`src/rtl/core/fcp_pkg.sv`:
```
// Shared constants and types for the FIFO cache with next-line prefetch.
`default_nettype none
package fcp_pkg;
    localparam int MAX_SETS_DEF   = 256;
    localparam int MAX_WAYS_DEF   = 8;
    localparam int ADDR_BITS_DEF  = 48;
    localparam int MAX_OFFSET_BITS = 16;

    localparam logic [1:0] REG_BLOCK_OFFSET = 2'd0;
    localparam logic [1:0] REG_SET_INDEX    = 2'd1;
    localparam logic [1:0] REG_WAYS         = 2'd2;

    // Datapath operations issued by the controller.
    typedef enum logic [2:0] {
        OP_NONE,
        OP_CLEAR,
        OP_READ_MAIN,
        OP_EVAL_MAIN,
        OP_READ_NEXT,
        OP_EVAL_NEXT,
        OP_OUTPUT
    } op_t;

    typedef struct packed {
        op_t op;
    } cmd_t;

    typedef struct packed {
        logic pref_miss;
        logic clear_last;
    } status_t;
endpackage
`default_nettype wire

```
`src/rtl/core/fcp_ctrl.sv`:
```
// Controller state machine sequencing one access through both caches.
`default_nettype none
module fcp_ctrl
    import fcp_pkg::*;
(
    input  wire logic    clk,
    input  wire logic    rst_n,
    input  wire logic    in_valid,
    output logic         in_ready,
    output logic         out_valid,
    input  wire logic    out_ready,
    output cmd_t         cmd,
    input  wire status_t stat
);
    typedef enum logic [2:0] {
        S_CLEAR, S_IDLE, S_EVAL_MAIN, S_READ_NEXT, S_EVAL_NEXT, S_OUT
    } state_t;

    state_t state_reg;
    logic   out_valid_reg;
    logic   done_out;

    assign in_ready  = (state_reg == S_IDLE);
    assign out_valid = out_valid_reg;
    assign done_out  = out_valid_reg && out_ready;

    always_comb
    begin
        cmd.op = OP_NONE;
        case (state_reg)
            S_CLEAR:     cmd.op = OP_CLEAR;
            S_IDLE:      if (in_valid) cmd.op = OP_READ_MAIN;
            S_EVAL_MAIN: cmd.op = OP_EVAL_MAIN;
            S_READ_NEXT: cmd.op = OP_READ_NEXT;
            S_EVAL_NEXT: cmd.op = OP_EVAL_NEXT;
            S_OUT:       if (!out_valid_reg || out_ready) cmd.op = OP_OUTPUT;
            default:     cmd.op = OP_NONE;
        endcase
    end

    always_ff @(posedge clk or negedge rst_n)
    begin
        if (!rst_n)
        begin
            state_reg     <= S_CLEAR;
            out_valid_reg <= 1'b0;
        end
        else
        begin
            // A new result replaces the one leaving in the same cycle.
            if (state_reg == S_OUT && (!out_valid_reg || out_ready))
                out_valid_reg <= 1'b1;
            else if (done_out)
                out_valid_reg <= 1'b0;
            case (state_reg)
                S_CLEAR:     if (stat.clear_last) state_reg <= S_IDLE;
                S_IDLE:      if (in_valid) state_reg <= S_EVAL_MAIN;
                S_EVAL_MAIN: state_reg <= stat.pref_miss ? S_READ_NEXT : S_OUT;
                S_READ_NEXT: state_reg <= S_EVAL_NEXT;
                S_EVAL_NEXT: state_reg <= S_OUT;
                S_OUT:       if (!out_valid_reg || out_ready) state_reg <= S_IDLE;
                default:     state_reg <= S_IDLE;
            endcase
        end
    end

`ifndef SYNTHESIS
    a_out_hold: assert property (@(posedge clk) disable iff (!rst_n)
        out_valid_reg && !out_ready |=> out_valid_reg)
        else $error("result dropped while stalled");
    a_no_accept_busy: assert property (@(posedge clk) disable iff (!rst_n)
        state_reg != S_IDLE |-> !in_ready)
        else $error("accept while busy");
    a_next_follows: assert property (@(posedge clk) disable iff (!rst_n)
        state_reg == S_READ_NEXT |=> state_reg == S_EVAL_NEXT)
        else $error("prefetch sequence broken");
`endif
endmodule
`default_nettype wire

```
`config.mk`:
```
export PLATFORM = sky130hd
export DESIGN_NAME = fcp_ctrl
export DESIGN_NICKNAME = d
export VERILOG_FILES = /design/src/rtl/core/fcp_pkg.sv /design/src/rtl/core/fcp_ctrl.sv
export SDC_FILE = /design/constraint.sdc
export NUM_CORES = 1
export LEC_CHECK = 0
export BUFFER_PORTS_ARGS = -buffer_cell sky130_fd_sc_hd__buf_2
export CAP_MARGIN = 20
export CORE_AREA = 2 2 39 41
export CTS_CLUSTER_DIAMETER = 60
export DETAILED_ROUTE_END_ITERATION = 10
export DIE_AREA = 0 0 41 43
export SETUP_SLACK_MARGIN = 0.2
export SLEW_MARGIN = 40
export SYNTH_ARGS = -nofsm -noshare
export SYNTH_HDL_FRONTEND = slang
export SYNTH_SLANG_ARGS = --single-unit
```
`constraint.sdc`:
```
create_clock -name clk -period 1 [get_ports clk]
set_input_delay 0.2 -clock clk [delete_from_list [all_inputs] [get_ports clk]]
set_output_delay 0.2 -clock clk [all_outputs]
set_load 0.03 [all_outputs]
```
## Word-level counts from Yosys, hierarchy flattened

Index checks and enable logic that the tools add are counted.

- Register bits after elaboration: 4
- Word-level logic and storage cells: 27
- Bits of input ports: 6
- Output and inout bits: 5

- Mux-type cells: 10
- Eq/ne operators: 8
- Reductions and logical operators: 7

Operators with widths:

| operator | count |
|---|---|
| $pmux W3 S6 | 2 |
| $mux W3 | 5 |
| $eq A3 B2 Y1 const B | 2 |
| $eq A3 B3 Y1 const B | 2 |
| $ne A2 B2 Y1 const B | 2 |
| $eq A3 B1 Y1 const B | 1 |
| $logic_not A3 Y1 | 1 |
| $reduce_and A3 Y1 | 1 |
| $logic_and A1 B1 Y1 | 2 |
| $mux W1 | 2 |
| $mux W2 | 1 |
| $ne A2 B1 Y1 const B | 1 |
| $reduce_bool A2 Y1 | 1 |
| $logic_not A1 Y1 | 1 |
| $logic_or A1 B1 Y1 | 1 |

## Longest topological paths before layout

- Depth in word-level cells: 4
- Gate-level depth with buffers: 4

## Worst setup path after synthesis

OpenSTA, ideal clock, no wires.

- Kind: register to output
- Start point: reg out_valid_reg, in the netlist out_valid
- End point: out cmd[1] (netlist bit)
- Data arrival time: 1.282 ns
- Cell stages (with the launch flop): 4
- Slack: -0.482 ns
- Cells stage by stage: dfrtp_1 > nor2b_1 > and2_1 > o21ai_1

RTL lines:

| what | RTL line | RTL |
|---|---|---|
| start, declared | fcp_ctrl.sv:20 | `logic out_valid_reg;` |
| start signal, assigned | fcp_ctrl.sv:46 | `out_valid_reg <= 1'b0;` |
| start signal, assigned | fcp_ctrl.sv:52 | `out_valid_reg <= 1'b1;` |
| start signal, assigned | fcp_ctrl.sv:54 | `out_valid_reg <= 1'b0;` |
| end, declared | fcp_ctrl.sv:12 | `output cmd_t cmd,` |

==> flow_summary_export.csv <==
group,metric,value,unit
pwr,peakVddDrop,1223,uV
setup_path,path_cells,"and2b_2 -> o21ai_2 -> o21ai_4 -> buf_6",
pwr,clkPwrFrac,0.101,
setup_path,r2r-end,"state_reg[1]$_DFFE_PN0P_",
pwr,finalPower,2.217,mW
drt,drt_iter0_markers,2,
timing,worstMarginPinSlew,0.1463,ns
clock_tree,cts_buffer_depth,2,
pwr,switching_share,0.4063,
drt,wirelength,840,um
final_layout,largest_register_ffs,3,
grt,grt.total_usage,0.1207,
drt,drc,0,
floorplan,core_area,1384,sq um
hold_path,worst_hold_path_type,"in2reg",
setup_path,worstReg2RegStart,"state_reg[1]$_DFFE_PN0P_",
setup_path,crit_end,"cmd[1]",
setup_path,crit_buf_inv,1,
setup_path,worstPathRequired,0.80,ns
drt,ant_nets,0,
grt,overflow,0,
pwr,comb_power_share,0.750,
floorplan,rows,14,
placement,routabilityCongestion,0.7812,
clock_tree,clk_pin_slew,0.04,ns
setup_path,setup.worst_path.start,"state_reg[1]$_DFFE_PN0P_",
timing,fmax,698.9,MHz
run,cap_violations,0,
timing,holdWs,0.2536,ns
synthesis,synth_area_per_cell,8.586,sq um
setup_path,worstPathMaxFanout,4,
setup_path,crit_cells,4,
timing,clock_skew,0.001058,ns
synthesis,syn_area,249.0,sq um
synthesis,ys_warn_count,0,
synthesis,ys_ff_latch,4,
clock_tree,root_buffer,"clkbuf_4",
timing,finalHoldViolations,0,
grt,grt_pass1_wl,1380,um
synthesis,netlist.area_leader.share,0.4020,
synthesis,synth_top_area_cell,"dfrtp_1",
drt,via_count,307,
final_layout,drive_gt1_frac,0.7679,
timing,setup_viol,8,
pwr,leakage,0.2725,nW
clock_tree,cts_buffers,3,
timing,setup_ws,-0.4309,ns
final_layout,finalNetCount,63,
clock_tree,cts_tree,"built",
drt,first_pass_iters,2,
synthesis,synth.net_count,35,
floorplan,fp.dieArea,1763,sq um
synthesis,synthTopCellsByArea,"dfrtp_1 40%, nor2b_1 10%, a21o_1 6.0%",
synthesis,seq_area_frac_synth,0.4020,
run_status,violations,"setup timing",
final_layout,fillers,141,
pwr,p_switching,0.9010,mW
setup_path,reg2reg_depth,6,
setup_path,critical_path_arrival,1.23,ns
timing,slew_headroom,0.9014,
setup_path,cp_slowest_stage_delay,0.41,ns
clock_tree,clock_latency,0.23,ns
timing,period_share,1.431,
placement,place_area,412.9,sq um
pwr,power_density,3819,nW/um^2
synthesis,synthCells,29,
final_layout,syn_to_final_growth,133.2,%
drt,post_drt_wl_per_cell,11.67,um
setup_path,cp_top_family,"flip-flops",
floorplan,pin_count,11,
setup_path,path_class,"reg2out",
setup_path,start_kind,"flop",
grt,grt_max_degree,7,
timing,period_needed,1.431,ns
grt,grt_pass1_vias,330,
final_layout,diodes,0,
timing,slew_viol_final,0,
floorplan,start_util,0.1799,
setup_path,end_kind,"output pin",
setup_path,cpMaxStageDelayCell,"dfrtp_1",
pwr,p_int,1.316,mW
clock_tree,cts_htree_levels,1,
setup_path,rrSetupSlack,-0.31,ns
grt,antenna_found_initial,0,
synthesis,synth_cell_types,17,
clock_tree,cts_sinks,4,
final_layout,final_cell_area,580.6,sq um
run_status,outcome,"finished with violations",
floorplan,die_h,43,um
timing,rsz0062_at_grt,"true",
placement,port_buffers,10,
drt,avgViaCountPerCell,4.264,
pwr,p_seq_frac,0.149,
floorplan,fp.dieW,41,um
timing,tns,-2.465,ns
-- worst register-to-register path, cell delays in order (launching register included) --
cell and delay [ns]:
dfrtp_1 0.39, and2b_2 0.26, buf_4 0.14, buf_6 0.10, buf_6 0.11, a22oi_2 0.14, nor2_1 0.06
-- cell usage in the layout, fill, tap and decap left out --
| cell type | instances |
|---|---|
| buf_6 | 12 |
| buf_4 | 7 |
| buf_2 | 5 |
| nor2_1 | 3 |
| clkbuf_4 | 3 |
| dfrtp_2 | 3 |
| nor2b_2 | 2 |
| a21oi_2 | 2 |
| nand2_1 | 2 |
| nor2b_4 | 2 |
| a21o_1 | 2 |
| and2b_2 | 1 |
| nand2b_4 | 1 |
| o21bai_4 | 1 |
| and2_1 | 1 |
| o21ai_2 | 1 |
| o21ai_4 | 1 |
| o2bb2ai_2 | 1 |
| o21ai_0 | 1 |
| or3_1 | 1 |
| a22oi_2 | 1 |
| clkbuf_1 | 1 |
| dlygate4sd3_1 | 1 |
| dfrtp_1 | 1 |
-- layout make-up --
type,instances,area [sq um],area share
repair buffers,25,222.7,0.3836
multi-input cells,23,207.7,0.3578
flip-flops and latches,4,103.9,0.1789
clock buffers,4,26.28,0.04526
well taps,16,20.02,0.03448
-- routing by layer --
layer  GRT usage  part of all wire
met4      0.1200                 0
met2      0.1844              0.59
met5           0                 0
met1      0.1359              0.37
met3    0.005236             0.042
-- stage by stage --
stage,setup WS (ns),utilization,instances
global placement,-0.2551,0.2984,61
floorplan,-0.2498,-,29
finish,-0.4309,0.4195,72
detailed placement,-0.2680,0.2984,61
global route,-0.4998,0.4195,72
CTS,-0.4341,0.3951,69
-- worst min-delay path by stage --
stage                       start                       end  slack, ns  cells after the start
final                     stat[0]  state_reg[0]$_DFFE_PN0P_       0.25                      3
after global routing      stat[0]  state_reg[0]$_DFFE_PN0P_       0.26                      3
after CTS                 stat[0]  state_reg[0]$_DFFE_PN0P_       0.25                      3
after global placement      rst_n  state_reg[2]$_DFFE_PN0P_      0.007                      1
after floorplan             rst_n     out_valid$_DFFE_PN0P_       -0.1                      0
after detailed placement    rst_n  state_reg[2]$_DFFE_PN0P_      0.008                      1
-- kinds of logic after synthesis --
logic type      share of synthesized area
flops                              0.4020
simple gates                       0.2815
buf+inv                           0.06028
compound gates                     0.2563
-- power by group through the flow --
stage	Clock, mW	Combinational, mW	Sequential [mW]
final	0.223	1.66	0.331
after CTS	0.236	1.50	0.342
after global placement	0	1.08	0.325
after detailed placement	0	1.09	0.329
after global routing	0.256	1.75	0.345
after floorplan	0	0.739	0.343
-- cells in the mapped netlist --
cell       n
dfrtp_1    4
nor2b_1    4
nor2_1     3
a21o_1     2
a21oi_1    2
nand2_1    2
o21ai_0    2
a22oi_1    1
and2_1     1
and2b_1    1
buf_6      1
clkbuf_1   1
nand2b_1   1
o21ai_1    1
o21bai_1   1
o2bb2ai_1  1
or3_1      1
-- what timing repair did --
action                                 4_1_cts  5_1_grt
endpoints found under the hold margin        4        0
hold buffers                                 1        0
setup endpoints to repair                    9        9
resized for setup                           23        3
setup buffers                                3        3
pin swaps                                    5        2
Note: power is estimated with default switching activity, not from simulation.
